==> src/utq_pkg.sv <==
// Shared types, constants and the query-code encoder function for the
// UTF-8 to query code encoder. No dependencies.
package utq_pkg;

   localparam int BYTE_W  = 8;
   localparam int CP_W    = 21;
   localparam int RUN_MAX = 5;
   localparam int LEN_W   = 3;

   localparam logic [BYTE_W-1:0] CODE_ZERO     = 8'hE0;
   localparam logic [BYTE_W-1:0] CODE_LOW_ZERO = 8'hE1;
   localparam logic [BYTE_W-1:0] CODE_LONG     = 8'hE0;
   localparam logic [BYTE_W-1:0] HIGH_OFFSET   = 8'h40;
   localparam logic [BYTE_W-1:0] GROUP_MARK    = 8'h80;
   localparam logic [CP_W-1:0]   ASCII_LIMIT   = 21'h00080;
   localparam logic [CP_W-1:0]   PAIR_LOW      = 21'h04000;
   localparam logic [CP_W-1:0]   PAIR_HIGH     = 21'h0A000;
   localparam logic [CP_W-1:0]   THREE_LIMIT   = 21'h00800;
   localparam logic [CP_W-1:0]   FOUR_LIMIT    = 21'h40000;

   // queue write side, from the decoder
   typedef struct packed {
      logic            valid;
      logic [CP_W-1:0] code_point;
   } q_push_type;

   // queue read side, to the encoder
   typedef struct packed {
      logic            valid;
      logic [CP_W-1:0] code_point;
   } q_head_type;

   typedef struct packed {
      logic [RUN_MAX-1:0][BYTE_W-1:0] bytes;
      logic [LEN_W-1:0]               len;
   } run_type;

   function automatic run_type encode_point(input logic [CP_W-1:0] v);
      run_type          r;
      logic [CP_W+2:0]  x;
      logic [6:0]       g3, g2, g1, g0;
      r.bytes = '0;
      r.len   = LEN_W'(1);
      x  = {v, 3'b000};
      g3 = {4'b0000, x[23:21]};
      g2 = x[20:14];
      g1 = x[13:7];
      g0 = x[6:0];
      if (v < ASCII_LIMIT) begin
         r.bytes[0] = (v == '0) ? CODE_ZERO : v[7:0];
         r.len      = LEN_W'(1);
      end else if (v >= PAIR_LOW && v < PAIR_HIGH) begin
         r.len = LEN_W'(2);
         if (v[7:0] == 8'h00) begin
            r.bytes[0] = CODE_LOW_ZERO;
            r.bytes[1] = v[15:8] + HIGH_OFFSET;
         end else begin
            r.bytes[0] = v[15:8] + HIGH_OFFSET;
            r.bytes[1] = v[7:0];
         end
      end else if (v >= FOUR_LIMIT) begin
         r.len      = LEN_W'(5);
         r.bytes[0] = CODE_LONG | 8'd4;
         r.bytes[1] = GROUP_MARK | {1'b0, g3};
         r.bytes[2] = GROUP_MARK | {1'b0, g2};
         r.bytes[3] = GROUP_MARK | {1'b0, g1};
         r.bytes[4] = GROUP_MARK | {1'b0, g0};
      end else if (v >= THREE_LIMIT) begin
         r.len      = LEN_W'(4);
         r.bytes[0] = CODE_LONG | 8'd3;
         r.bytes[1] = GROUP_MARK | {1'b0, g2};
         r.bytes[2] = GROUP_MARK | {1'b0, g1};
         r.bytes[3] = GROUP_MARK | {1'b0, g0};
      end else begin
         r.len      = LEN_W'(3);
         r.bytes[0] = CODE_LONG | 8'd2;
         r.bytes[1] = GROUP_MARK | {1'b0, g1};
         r.bytes[2] = GROUP_MARK | {1'b0, g0};
      end
      return r;
   endfunction

endpackage

==> src/utq_req_if.sv <==
// Request channel: one raw UTF-8 byte and its end-of-text flag.
// Depends on utq_pkg.
interface utq_req_if import utq_pkg::*; ();
   logic              valid;
   logic              ready;
   logic [BYTE_W-1:0] in_byte;
   logic              text_end;

   modport source (output valid, output in_byte, output text_end, input ready);
   modport sink   (input valid, input in_byte, input text_end, output ready);
endinterface

==> src/utq_rsp_if.sv <==
// Response channel: one encoded query byte and its end-of-run mark.
// Depends on utq_pkg.
interface utq_rsp_if import utq_pkg::*; ();
   logic              valid;
   logic              ready;
   logic [BYTE_W-1:0] out_byte;
   logic              last_of_run;

   modport source (output valid, output out_byte, output last_of_run, input ready);
   modport sink   (input valid, input out_byte, input last_of_run, output ready);
endinterface

==> src/utq_front.sv <==
// Decoder front: accepts UTF-8 request bytes, assembles code points and
// pushes each completed one into the queue. Depends on utq_pkg, utq_req_if.
module utq_front import utq_pkg::*; (
   input  logic       clock,
   input  logic       reset,
   utq_req_if.sink    req_chan,
   input  logic       q_full,
   output q_push_type q_push
);

   logic [CP_W-1:0] acc_ff, acc_in;
   logic [1:0]      pend_ff, pend_in;
   logic            fire;
   logic [7:0]      b;

   assign req_chan.ready = !q_full;
   assign fire = req_chan.valid && req_chan.ready;
   assign b    = req_chan.in_byte;

   always_comb begin
      acc_in            = acc_ff;
      pend_in           = pend_ff;
      q_push.valid      = 1'b0;
      q_push.code_point = '0;
      if (fire) begin
         if (pend_ff == 2'd0) begin
            case (b) inside
               [8'h00:8'h7F]: begin
                  q_push.valid      = 1'b1;
                  q_push.code_point = CP_W'(b);
               end
               [8'hC0:8'hDF]: begin
                  acc_in  = CP_W'(b[4:0]);
                  pend_in = 2'd1;
               end
               [8'hE0:8'hEF]: begin
                  acc_in  = CP_W'(b[3:0]);
                  pend_in = 2'd2;
               end
               default: begin
                  acc_in  = CP_W'(b[2:0]);
                  pend_in = 2'd3;
               end
            endcase
         end else begin
            pend_in = pend_ff - 2'd1;
            if (pend_in == 2'd0) begin
               q_push.valid      = 1'b1;
               q_push.code_point = {acc_ff[CP_W-7:0], b[5:0]};
               acc_in            = '0;
            end else begin
               acc_in = {acc_ff[CP_W-7:0], b[5:0]};
            end
         end
         // drop a character cut short by the end of the text
         if (req_chan.text_end && pend_in != 2'd0) begin
            acc_in  = '0;
            pend_in = 2'd0;
         end
      end
   end

   always_ff @(posedge clock) begin
      if (reset) begin
         acc_ff  <= '0;
         pend_ff <= 2'd0;
      end else begin
         acc_ff  <= acc_in;
         pend_ff <= pend_in;
      end
   end

endmodule

==> src/utq_queue.sv <==
// Short code point queue between decoder and encoder.
// Depends on utq_pkg.
module utq_queue import utq_pkg::*; #(
   parameter int DEPTH = 4
) (
   input  logic       clock,
   input  logic       reset,
   input  q_push_type q_push,
   input  logic       q_pop,
   output logic       q_full,
   output q_head_type q_head
);

   localparam int AW = (DEPTH > 1) ? $clog2(DEPTH) : 1;
   localparam int CW = $clog2(DEPTH + 1);

   logic [CP_W-1:0] mem_ff [DEPTH];
   logic [AW-1:0]   wr_ptr_ff, wr_ptr_in, rd_ptr_ff, rd_ptr_in;
   logic [CW-1:0]   count_ff, count_in;
   logic            do_push, do_pop;

   function automatic logic [AW-1:0] bump(input logic [AW-1:0] p);
      return (p == AW'(DEPTH - 1)) ? '0 : p + AW'(1);
   endfunction

   assign q_full            = (count_ff == CW'(DEPTH));
   assign q_head.valid      = (count_ff != '0);
   assign q_head.code_point = mem_ff[rd_ptr_ff];
   assign do_push           = q_push.valid && !q_full;
   assign do_pop            = q_pop && q_head.valid;

   always_comb begin
      wr_ptr_in = do_push ? bump(wr_ptr_ff) : wr_ptr_ff;
      rd_ptr_in = do_pop  ? bump(rd_ptr_ff) : rd_ptr_ff;
      count_in  = count_ff;
      if (do_push && !do_pop) begin
         count_in = count_ff + CW'(1);
      end else if (do_pop && !do_push) begin
         count_in = count_ff - CW'(1);
      end
   end

   always_ff @(posedge clock) begin
      if (do_push) begin
         mem_ff[wr_ptr_ff] <= q_push.code_point;
      end
   end

   always_ff @(posedge clock) begin
      if (reset) begin
         wr_ptr_ff <= '0;
         rd_ptr_ff <= '0;
         count_ff  <= '0;
      end else begin
         wr_ptr_ff <= wr_ptr_in;
         rd_ptr_ff <= rd_ptr_in;
         count_ff  <= count_in;
      end
   end

endmodule

==> src/utq_back.sv <==
// Encoder back: takes code points from the queue, forms the query-code run
// and sends it one byte per response. Depends on utq_pkg, utq_rsp_if.
module utq_back import utq_pkg::*; (
   input  logic       clock,
   input  logic       reset,
   input  q_head_type q_head,
   output logic       q_pop,
   utq_rsp_if.source  rsp_chan
);

   run_type          run_ff, run_in;
   logic [LEN_W-1:0] idx_ff, idx_in;
   logic             busy_ff, busy_in;
   logic             last, fire, load;

   assign last  = (idx_ff == run_ff.len - LEN_W'(1));
   assign fire  = rsp_chan.valid && rsp_chan.ready;
   assign load  = q_head.valid && (!busy_ff || (fire && last));
   assign q_pop = load;

   assign rsp_chan.valid       = busy_ff;
   assign rsp_chan.last_of_run = last;

   always_comb begin
      case (idx_ff)
         3'd0:    rsp_chan.out_byte = run_ff.bytes[0];
         3'd1:    rsp_chan.out_byte = run_ff.bytes[1];
         3'd2:    rsp_chan.out_byte = run_ff.bytes[2];
         3'd3:    rsp_chan.out_byte = run_ff.bytes[3];
         3'd4:    rsp_chan.out_byte = run_ff.bytes[4];
         default: rsp_chan.out_byte = run_ff.bytes[0];
      endcase
   end

   always_comb begin
      run_in  = run_ff;
      idx_in  = idx_ff;
      busy_in = busy_ff;
      if (load) begin
         run_in  = encode_point(q_head.code_point);
         idx_in  = '0;
         busy_in = 1'b1;
      end else if (fire) begin
         if (last) begin
            busy_in = 1'b0;
         end else begin
            idx_in = idx_ff + LEN_W'(1);
         end
      end
   end

   always_ff @(posedge clock) begin
      run_ff <= run_in;
      idx_ff <= idx_in;
   end

   always_ff @(posedge clock) begin
      if (reset) begin
         busy_ff <= 1'b0;
      end else begin
         busy_ff <= busy_in;
      end
   end

endmodule

==> src/utf8_to_octagram_query_encoder_unit.sv <==
// Top level of the UTF-8 to query code encoder: decoder front, code point
// queue and encoder back. Depends on utq_pkg, utq_req_if, utq_rsp_if.
//
// Usage:
//  - req_chan carries one UTF-8 byte per request (in_byte) and text_end,
//    set on the last byte of a text. A character still incomplete after
//    that byte is dropped without output.
//  - rsp_chan carries one encoded byte per response; last_of_run marks the
//    final byte of each character's run (one to five bytes).
//  - Both channels are valid/ready; a transfer happens when both are high.
//  - Throughput: one request per cycle while the queue has room; the back
//    sends one response per cycle while the receiver is ready, so
//    characters that encode to several bytes drain at one byte a cycle
//    and the queue absorbs the difference. A completed character enters
//    the queue on its last byte; the back then loads it into run_ff.
//  - When the receiver stalls, the current byte holds on rsp_chan, the
//    queue fills (QUEUE_DEPTH code points) and then req_chan.ready drops.
//  - Reset (synchronous, active high) empties the queue, clears any partial
//    character and drops the run in flight.
module utf8_to_octagram_query_encoder_unit import utq_pkg::*; #(
   parameter int QUEUE_DEPTH = 4
) (
   input  logic      clock,
   input  logic      reset,
   utq_req_if.sink   req_chan,
   utq_rsp_if.source rsp_chan
);

   q_push_type q_push;
   q_head_type q_head;
   logic       q_full;
   logic       q_pop;

   // decode bytes into code points
   utq_front u_front (
      .clock    (clock),
      .reset    (reset),
      .req_chan (req_chan),
      .q_full   (q_full),
      .q_push   (q_push)
   );

   // decouple decoding from the byte-serial encoder
   utq_queue #(
      .DEPTH (QUEUE_DEPTH)
   ) u_queue (
      .clock  (clock),
      .reset  (reset),
      .q_push (q_push),
      .q_pop  (q_pop),
      .q_full (q_full),
      .q_head (q_head)
   );

   // encode and send one byte per response
   utq_back u_back (
      .clock    (clock),
      .reset    (reset),
      .q_head   (q_head),
      .q_pop    (q_pop),
      .rsp_chan (rsp_chan)
   );

endmodule
==> src/flat_wrapper.sv <==
// flat-port wrapper written by rule: the top's interface ports become plain ports
module utf8_to_octagram_query_encoder_unit_flat import utq_pkg::*;
#(
   parameter int QUEUE_DEPTH = 4
)
  (clock, reset, req_chan_valid, req_chan_in_byte, req_chan_text_end, req_chan_ready, rsp_chan_valid, rsp_chan_out_byte, rsp_chan_last_of_run, rsp_chan_ready);
  utq_req_if req_chan_i ();
  utq_rsp_if rsp_chan_i ();
  input  logic clock;
  input  logic reset;
  input wire logic [$bits(req_chan_i.valid)-1:0] req_chan_valid;
  input wire logic [$bits(req_chan_i.in_byte)-1:0] req_chan_in_byte;
  input wire logic [$bits(req_chan_i.text_end)-1:0] req_chan_text_end;
  output wire logic [$bits(req_chan_i.ready)-1:0] req_chan_ready;
  output wire logic [$bits(rsp_chan_i.valid)-1:0] rsp_chan_valid;
  output wire logic [$bits(rsp_chan_i.out_byte)-1:0] rsp_chan_out_byte;
  output wire logic [$bits(rsp_chan_i.last_of_run)-1:0] rsp_chan_last_of_run;
  input wire logic [$bits(rsp_chan_i.ready)-1:0] rsp_chan_ready;
  assign req_chan_i.valid = req_chan_valid;
  assign req_chan_i.in_byte = req_chan_in_byte;
  assign req_chan_i.text_end = req_chan_text_end;
  assign req_chan_ready = req_chan_i.ready;
  assign rsp_chan_valid = rsp_chan_i.valid;
  assign rsp_chan_out_byte = rsp_chan_i.out_byte;
  assign rsp_chan_last_of_run = rsp_chan_i.last_of_run;
  assign rsp_chan_i.ready = rsp_chan_ready;
  utf8_to_octagram_query_encoder_unit #(.QUEUE_DEPTH(QUEUE_DEPTH)) u_core (.clock(clock), .reset(reset), .req_chan(req_chan_i), .rsp_chan(rsp_chan_i));
endmodule
==> config.mk <==
export PLATFORM = sky130hd
export DESIGN_NAME = utf8_to_octagram_query_encoder_unit_flat
export DESIGN_NICKNAME = d
export VERILOG_FILES = /design/src/utq_pkg.sv /design/src/utq_req_if.sv /design/src/utq_rsp_if.sv /design/src/utq_front.sv /design/src/utq_queue.sv /design/src/utq_back.sv /design/src/utf8_to_octagram_query_encoder_unit.sv /design/src/flat_wrapper.sv
export SDC_FILE = /design/constraint.sdc
export NUM_CORES = 1
export LEC_CHECK = 0
export BUFFER_PORTS_ARGS = -buffer_cell sky130_fd_sc_hd__buf_2
export CAP_MARGIN = 30
export CORE_MARGIN = 1.5
export CORE_UTILIZATION = 62
export CTS_CLUSTER_DIAMETER = 200
export CTS_CLUSTER_SIZE = 16
export DETAILED_ROUTE_END_ITERATION = 7
export MAX_ROUTING_LAYER = met4
export PLACE_DENSITY = 0.8
export SKIP_LAST_GASP = 1
export SYNTH_ARGS = -nofsm -noshare
export SYNTH_HDL_FRONTEND = slang
export SYNTH_SLANG_ARGS = --single-unit
==> constraint.sdc <==
create_clock -name clock -period 3.2 [get_ports clock]
set_clock_uncertainty 0.15 [all_clocks]
set_input_delay 0.32 -clock clock [delete_from_list [all_inputs] [get_ports clock]]
set_output_delay 0.32 -clock clock [all_outputs]
set_load 0.05 [all_outputs]
---- After elaboration in Yosys (flattened, before gate mapping) ----
Memory sizes are Yosys's and may differ from the RTL's. A register that Yosys moved wholly into a read port is not among the register bits.
Cells that the tools add are included.
word-level totals
  bits in registers ....................... 71
  latch bits .............................. 0
  bits in writable memories ............... 84
  bits in read-only memories .............. 0
  input port bits ......................... 13
  memories kept ........................... 1
cells by class
  $add $sub $neg .......................... 8
  $mul .................................... 0
  divide/modulo/power cells ............... 0
  order comparisons ....................... 11
  equal/unequal tests ..................... 9
  shifts and indexed selects .............. 0
  multiplexer cells ....................... 36
  bitwise operators ....................... 2
  reductions and logical operators ........ 32
memories
  name                   depth  width  read ports  clocked after memory_dff  write ports  line             RTL
  u_core.u_queue.mem_ff  4      21     1           1                         1            utq_queue.sv:17  logic [CP_W-1:0] mem_ff [DEPTH];
operators with widths
  cell                  count
  $mux 22               4
  $mux 15               4
  $mux 35               1
  $pmux 8 s4            1
  $mux 26               1
  $mux 8                3
  $ge 21x12->1 const B  1
  $ge 21x15->1 const B  1
  $ge 21x19->1 const B  1
  $logic_not 21->1      1
  $lt 21x16->1 const B  1
  $lt 21x8->1 const B   1
  $mux 19               1
  $mux 2                9
  $ge 8x8->1 const B    2
  $le 8x8->1 const B    2
  $mux 16               1
  $logic_and 1x1->1     13
  $mux 11               1
  $add 8x7->8 const B   1
  $ge 8x1->1 const B    1
  $le 8x7->1 const B    1
  $logic_not 8->1       1
  $reduce_bool 2->1     4
  other kinds (22)      41

---- Longest topological paths before layout ----
Gate-level depths: netlist of the first run.
  depth in word-level cells ............... 11
  mapped depth ............................ 12
  gate-level depth less buffers ........... 12

---- Hierarchy ----
A second synthesis of the first run with hierarchy kept.
second synthesis, totals
  cells, all modules ...................... 525
  area, all modules ....................... 7114.3 um^2
modules (own cells, without submodules)
  module     times used  cells an instance  area an instance (um^2)
  utq_queue  1           159                3538.4
  utq_back   1           244                2561.2
  utq_front  1           122                1014.7

---- Least setup slack after synthesis of the first run ----
Ideal clock, no wire load.
  path kind ............................... register to register
  from .................................... register u_core.u_queue.count_ff[0]
  to ...................................... register u_core.u_queue.count_ff[2]
  arrival time ............................ 2833 ps
  required time ........................... 2980 ps
  setup slack ............................. 146 ps
  cell stages (with the launch flop) ...... 11
  clock period less this slack ............ 3054 ps
  path through ............................ dfxtp_1 or3b_2 nand2_1 nor3_1 clkbuf_1 ha_1 inv_1 fa_1 xor2_1 or3_1 a21oi_1
between the ends
  cells in the longest elaborated chain, start to end .. 8
  elaborated cells on any way between the ends .. 17
  those cells by class .................... add/sub (2); eq/ne (1); mux (3); reduce/logical (11)
ends and longest elaborated chain
  what                                line                RTL
  from (decl)                         utq_queue.sv:19     logic [CW-1:0] count_ff, count_in;
  from (signal assigned)              utq_queue.sv:57     count_ff <= count_in;
  $eq 3x3->1 (*)                      utq_queue.sv:26     assign q_full = (count_ff == CW'(DEPTH));
  $logic_not 1->1 (*)                 utq_front.sv:16     assign req_chan.ready = !q_full;
  net req_chan_ready                  flat_wrapper.sv:14  output wire logic [$bits(req_chan_i.ready)-1:0] req_chan_ready;
  $logic_and 1x1->1                   utq_front.sv:17     assign fire = req_chan.valid && req_chan.ready;
  $mux 22                             utq_front.sv:25     if (fire) begin
  $logic_and 1x1->1 (*)               utq_queue.sv:29     assign do_push = q_push.valid && !q_full;
  net u_core.u_queue.do_push          utq_queue.sv:20     logic do_push, do_pop;
  $logic_not 1->1                     utq_queue.sv:38     end else if (do_pop && !do_push) begin
  $logic_and 1x1->1                   utq_queue.sv:38
  $reduce_bool 2->1 (no source line)  n/a
The timed path passes the listed nets; every way through them passes the cells marked *. The select of a mux whose other input is x is not followed.
A chain may end at the register's enable or synchronous reset.

---- Worst setup path in the final report of the first run ----
  from .................................... register u_core.u_back.idx_ff[2]
  to ...................................... output port rsp_chan_out_byte[2]
between the ends
  cells in the longest elaborated chain, start to end .. 2
  elaborated cells on any way between the ends .. 5
  those cells by class .................... eq/ne (4); mux (1)
ends and longest elaborated chain
  what                                line                RTL
  from (decl)                         utq_back.sv:12      logic [LEN_W-1:0] idx_ff, idx_in;
  from (signal assigned)              utq_back.sv:54      idx_ff <= idx_in;
  $eq 3x3->1 (tied with other cells)  utq_back.sv:25      case (idx_ff)
  $pmux 8 s4 (*)                      utq_back.sv:25
  to (decl)                           flat_wrapper.sv:16  output wire logic [$bits(rsp_chan_i.out_byte)-1:0] rsp_chan_out_byte;
Mark *: on every way between the ends. The rest lies on a longest branch, timed or not.

==> flow_metrics.env, run 1 <==
export IMPL_crit_required_ps=2730
export IMPL_seq_area_sq_um=4294
export IMPL_cpPeakStageDelay_ps=580
export IMPL_cts_root_buf="clkbuf_8"
export IMPL_finalCriticalPeriod_ps=2984
export IMPL_die_w_microns=109.1
export IMPL_first_global_vias=4377
export IMPL_ff2ff_path_depth=10
export IMPL_worstPathArrival_ps=2510
export IMPL_slew_viol_final=0
export IMPL_synth_edf_count=123
export IMPL_start_util_pct=64.15
export IMPL_multi_input_area_sq_um=2464
export IMPL_gp_congestion=0.9455
export IMPL_drtIter0Drc=312
export IMPL_crit_slowest_cell="dfxtp_1"
export IMPL_power_density_nw_per_um2=925.0
export IMPL_dieArea_sq_um=11910
export IMPL_antenna_left=0
export IMPL_grt_first_pass_wirelength_microns=22980
export IMPL_crit_chain="inv_1 > ha_1 > nor2_1 > buf_4 > mux2i_1 > buf_2"
export IMPL_drc=0
export IMPL_grt_util_all_layers_pct=27.31
export IMPL_ys_types=64
export IMPL_synth_seq_area_share_pct=61.48
export IMPL_drv_cap=0
export IMPL_cts_buffers=17
export IMPL_syn_avg_cell_area_sq_um=13.48
export IMPL_grt_setup_unrepaired="false"
export IMPL_grt_max_degree=42
export IMPL_yosysTopAreaCell="edfxtp_1"
export IMPL_synth_top_area_share_pct=52.88
export IMPL_clk_latency_ps=530
export IMPL_area_delta_synth_final_pct=13.74
export IMPL_synthesis_area_sq_um=6984
export IMPL_p_comb_share_pct=36.0
export IMPL_wl_per_cell_microns=20.36
export IMPL_synth_area_top_cells="edfxtp_1 53%, dfxtp_1 8.6%, mux4_2 5.8%"
export IMPL_async_flop_share_pct=0
export IMPL_numPortBuffers=23
export IMPL_wl_microns=14540
export IMPL_finalCritPeriodShare_pct=93.26
export IMPL_crit_path_start_kind="flip-flop"
export IMPL_vias=4462
export IMPL_antenna_found_initial=0
export IMPL_p_int_mw=4.551
export IMPL_hold_violations=0
export IMPL_overflow=0
export IMPL_hold_start="reset"
export IMPL_worst_pin_slew_ps=865.5
export IMPL_tns_ps=0
export IMPL_endpoint_kind="output pin"
export IMPL_finalSetupViolations=0
export IMPL_clock_path_buffers=2
export IMPL_ios=24
export IMPL_clkPwrFrac_pct=26.3
export IMPL_status="finished clean"
export IMPL_num_rows=38
export IMPL_relSlewSlack_pct=42.09
export IMPL_power_total_mw=7.348
export IMPL_num_nets_final=588
export IMPL_layout_drive_gt1_share_pct=20.73
export IMPL_r2r_start="u_core.u_back.idx_ff[2]"
export IMPL_synth_cells=518
export IMPL_cts_tree="done"
export IMPL_cts_clk_slew_worst_paths_ps=70
export IMPL_dp_hpwl_microns=9781
export IMPL_syn_num_nets=545
export IMPL_cp_max_fo=12
export IMPL_min_path_cells=2
export IMPL_diodes=0
export IMPL_hp_class="primary input to flip-flop"
export IMPL_post_cts_buffers=0
export IMPL_r2r_end="u_core.u_queue.count_ff[2]"
export IMPL_dr_pass1_iters=5
export IMPL_power_leakage_nw=2.802
export IMPL_max_freq_ghz=0.3351
export IMPL_swShare_pct=38.06
export IMPL_min_to="u_core.u_queue.wr_ptr_ff[1]"
export IMPL_die_y_microns=109.1
export IMPL_synth_flop_cell="edfxtp_1"
export IMPL_reg2reg_setup_slack_ps=260
export IMPL_core_sq_um=10890
export IMPL_htreeDepth=4
export IMPL_clock_sinks=153
export IMPL_path_class="flip-flop to output pin"
export IMPL_via_per_inst=6.249
export IMPL_fillerInstances=713
export IMPL_ir_worst_vdd_mv=0.5313
export IMPL_p_switching_mw=2.797
export IMPL_ys_seq_elements=153
export IMPL_pwr_share_seq_pct=37.7
export IMPL_ys_warn_count=0
worst max-delay path, delay by kind of cell (launching register included):
kind | cells | cell delay [ps]
buffers and inverters | 3 | 610
muxes | 1 | 280
and+or+nand+nor | 1 | 160
adders and majority gates | 1 | 350
DFF | 1 | 580
layer usage:
layer	share of wire, %	global-route usage [%]
met1	41	34.09
met2	51	44.73
met3	5.5	4.423
met4	2.4	11.18
met5	0	-
final cells by class:
| type | instances | share of cell area [%] |
|---|---|---|
| Multi-Input combinational cell | 317 | 31.01 |
| Sequential cell | 153 | 54.06 |
| Timing Repair Buffer | 49 | 4.253 |
| Tap cell | 140 | 2.205 |
| Clock buffer | 17 | 5.213 |
| Clock inverter | 15 | 2.174 |
| Inverter | 23 | 1.087 |
synthesized netlist by cell type (3+ instances only):
master / count
edfxtp_1: 123
nand2_1: 43
and2_1: 33
dfxtp_1: 30
a21oi_1: 29
nor2_1: 24
inv_1: 22
mux4_2: 18
nand3_1: 17
clkbuf_1: 15
nor3_1: 15
ha_1: 13
a211oi_1: 12
o21ai_0: 11
mux2i_1: 9
a22oi_1: 7
a32oi_1: 7
a22o_1: 5
mux2_2: 5
buf_2: 4
nor2b_1: 4
o21a_1: 4
o22ai_1: 4
xor2_1: 4
a222oi_1: 3
buf_6: 3
mux4_1: 3
nand4_1: 3
or3_1: 3
power by group through the flow:
stage / logic [mW] / registers [mW] / clock network, mW
finish: 2.65 / 2.77 / 1.93
global route: 2.84 / 2.80 / 2.04
CTS: 2.63 / 2.77 / 1.96
detailed placement: 2.60 / 2.81 / 0
global placement: 2.57 / 2.79 / 0
floorplan: 1.96 / 2.78 / 0
state kept, by name (all words and copies together) (netlist names), named ones only:
register,count
u_core.u_queue.count_ff,3
u_core.u_queue.rd_ptr_ff,2
u_core.u_front.acc_ff,15
u_core.u_queue.wr_ptr_ff,2
u_core.u_front.pend_ff,2
u_core.u_back.run_ff,39
u_core.u_queue.mem_ff,84
u_core.u_back.idx_ff,3
u_core.u_back.rsp_chan.valid,1
worst max path at each step:
stage,from,endpoint,slack [ps],cells past startpoint
3_5_place_dp,u_core.u_back.idx_ff[2],u_core.u_queue.count_ff[2],340,10
3_3_place_gp,flip-flop,u_core.u_back.run_ff[1],330,8
6_report,u_core.u_back.idx_ff[2],rsp_chan_out_byte[2],220,6
4_1_cts,u_core.u_back.idx_ff[1],rsp_chan_out_byte[2],140,6
2_1_floorplan,u_core.u_queue.count_ff[0],u_core.u_queue.count_ff[2],150,10
5_1_grt,u_core.u_back.idx_ff[2],rsp_chan_out_byte[2],50,6
stage by stage:
step	util, %	setup WS, ps	hold WS (ps)	instances	instance area, sq um
floorplan	-	146.3	277.3	518	6984
global placement	66.84	329.6	285.8	674	7277
detailed placement	66.88	337.4	292.8	675	7282
CTS	72.91	144.7	50.90	714	7939
global route	72.96	50.52	91.74	714	7944
finish	72.96	215.8	77.94	714	7944
logic make-up after synthesis:
family,count (synthesis),share of synthesized area (%)
adders and majority gates,14,2.616
DFF,153,61.48
buffers and inverters,48,3.314
AOI/OAI and AO/OA,99,9.853
muxes,35,9.029
and+or+nand+nor,164,12.88
xor gates and xnor gates,5,0.8240
cells in the final DEF, fill, tap and decap left out, types with 11 or more instances in the layout:
master / netlist / final
nand2_1: 43 / 43
ha_1: 13 / 13
nor2_1: 24 / 24
buf_2: 4 / 24
inv_1: 22 / 22
and2_1: 33 / 33
mux4_2: 18 / 18
nor3_1: 15 / 15
a21oi_1: 29 / 29
o21ai_0: 11 / 11
edfxtp_1: 123 / 123
a211oi_1: 12 / 12
nand3_1: 17 / 17
clkbuf_16: 0 / 16
buf_4: 2 / 17
dfxtp_1: 30 / 30
what timing repair did:
action,in CTS,in global routing
hold endpoints to repair,12,0
hold buffers,7,0
endpoints found under the setup margin,0,2
gates resized for setup,0,2
Power figures use the tool's default switching activity.
==> inputs of run 2 (changes only) <==
Clock period 3.2 ns to 3.01 ns, I/O delays scaled along.
==> run 2 against run 1 <==
- register-to-register slack worse by 90 ps
- sequential cell count unchanged
- routed wire length up 3.6%
- first-iteration DRC count down 4.2%
- critical endpoint is now rsp_chan_out_byte[6]
- largest power group unchanged
==> flow_metrics.env, run 2 (synthesized netlist as in run 1, its figures left out) <==
export IMPL_status="finished clean"
export IMPL_power_density_nw_per_um2=989.0
export IMPL_path_buf_inv=3
export IMPL_slew_viol_final=0
export IMPL_gp_congestion=0.9512
export IMPL_first_global_vias=4485
export IMPL_via_per_inst=6.226
export IMPL_path_class="flip-flop to output pin"
export IMPL_cts_tree="done"
export IMPL_numPortBuffers=23
export IMPL_area_delta_synth_final_pct=15.78
export IMPL_worstPathArrival_ps=2410
export IMPL_drtIter0Drc=299
export IMPL_antenna_found_initial=0
export IMPL_ios=24
export IMPL_clock_sinks=153
export IMPL_grt_util_all_layers_pct=28.62
export IMPL_worst_pin_slew_ps=879.5
export IMPL_crit_path_start_kind="flip-flop"
export IMPL_most_common_layout_cells="123 x edfxtp_1, 43 x nand2_1, 34 x buf_4"
export IMPL_finalCritPeriodShare_pct=94.92
export IMPL_dp_hpwl_microns=10480
export IMPL_relSlewSlack_pct=41.15
export IMPL_cp_max_fo=8
export IMPL_clock_path_buffers=2
export IMPL_power_leakage_nw=2.893
export IMPL_cts_clk_slew_worst_paths_ps=60
export IMPL_worst_hold_slack_ps=54.50
export IMPL_overflow=0
export IMPL_die_w_microns=109.1
export IMPL_wl_per_cell_microns=20.60
export IMPL_wl_microns=15060
export IMPL_dieArea_sq_um=11910
export IMPL_grt_first_pass_wirelength_microns=23790
export IMPL_worst_path_dominant_cell_family="buffers and inverters"
export IMPL_htreeDepth=4
export IMPL_finalCriticalPeriod_ps=2857
export IMPL_largest_register="u_core.u_queue.mem_ff"
export IMPL_core_sq_um=10890
export IMPL_die_y_microns=109.1
export IMPL_start_util_pct=64.15
export IMPL_largest_reg_flops=84
export IMPL_hp_class="primary input to flip-flop"
export IMPL_cts_root_buf="clkbuf_8"
export IMPL_antenna_left=0
export IMPL_diodes=0
export IMPL_final_common_cell="edfxtp_1"
export IMPL_crit_chain="inv_1 > ha_1 > nor2b_1 > buf_4 > a32oi_1 > nand2_1 > mux2_2 > buf_2"
export IMPL_endpoint_kind="output pin"
export IMPL_crit_slowest_cell="dfxtp_1"
export IMPL_dr_pass1_iters=5
export IMPL_num_nets_final=605
export IMPL_num_rows=38
export IMPL_post_place_cells=691
export IMPL_final_core_util_pct=74.27
export IMPL_drc=0
export IMPL_cts_buffers=17
export IMPL_grt_max_degree=42
export IMPL_finalSetupViolations=0
export IMPL_hold_violations=0
export IMPL_clk_latency_ps=530
export IMPL_cpPeakStageDelay_ps=430
export IMPL_drv_cap=0
export IMPL_layoutNonFillerInstCount=731
export IMPL_vias=4551
export IMPL_layout_drive_gt1_share_pct=22.67
export IMPL_max_freq_ghz=0.3500
export IMPL_ir_worst_vdd_mv=0.6154
export IMPL_crit_required_ps=2560
export IMPL_top_regs="u_core.u_queue.mem_ff: 84 flops, u_core.u_back.run_ff: 39 flops, u_core.u_front.acc_ff: 15 flops"
[run 2: final timing paths]
kind / from / end / slack [ps] / depth (start not counted)
setup reg to reg: u_core.u_queue.count_ff[0] / u_core.u_queue.count_ff[2] / 170 / 9
setup / recovery: u_core.u_back.idx_ff[0] / rsp_chan_out_byte[6] / 150 / 8
hold / removal: rsp_chan_ready / u_core.u_back.rsp_chan.valid / 50 / 4
hold reg to reg: u_core.u_front.acc_ff[14] / u_core.u_front.acc_ff[14] / 300 / 2
[run 2: final cells by class]
cell class / count / area (sq um)
tap: 140 / 175.2
timing repair buffer: 66 / 465.4
clock buffer: 18 / 417.9
multi-input combinational: 317 / 2464
sequential: 153 / 4294
inverter: 23 / 86.33
fill: 714 / 2801
clock inverter: 14 / 183.9
[run 2: worst register-to-register path, cell delays in order (launching register included)]
cell	delay (ps)
dfxtp_1	440
or3b_2	210
nand2_1	200
nor3_2	370
ha_1	250
inv_1	80
fa_1	440
xor2_1	160
or3_1	310
a21oi_1	170
[run 2: metal layers]
layer	wire length, microns	vias to the layer above	GRT usage [%]	share of wire (%)
met2	7638	176	46.38	51
met3	784	46	6.216	5.2
met4	444	0	13.53	2.9
met1	6195	2223	34.28	41
met5	0	-	-	0
li1	-	2106	-	-
[run 2: repair_timing]
action | 4_1_cts | 5_1_grt
setup buffers | 0 | 1
hold buffers | 7 | 0
setup endpoints to repair | 0 | 1
gates resized for setup | 0 | 0
hold endpoints to repair | 12 | 0
[run 2: stage by stage]
| stage | worst slack, ps | power, mW | cell area [sq um] | setup TNS (ps) |
|---|---|---|---|---|
| after detailed placement | 168.0 | 5.848 | 7407 | 0 |
| final | 152.9 | 7.998 | 8087 | 0 |
| after global placement | 281.9 | 5.804 | 7402 | 0 |
| after global routing | -9.351 | 8.363 | 8087 | -9.351 |
| after floorplan | 67.65 | 5.043 | 6989 | 0 |
| after CTS | 137.7 | 8.015 | 8079 | 0 |
[run 2: report_power, final]
part           switching (mW)  internal (mW)
clock network           0.873           1.28
logic                    1.82           1.06
registers               0.175           2.79
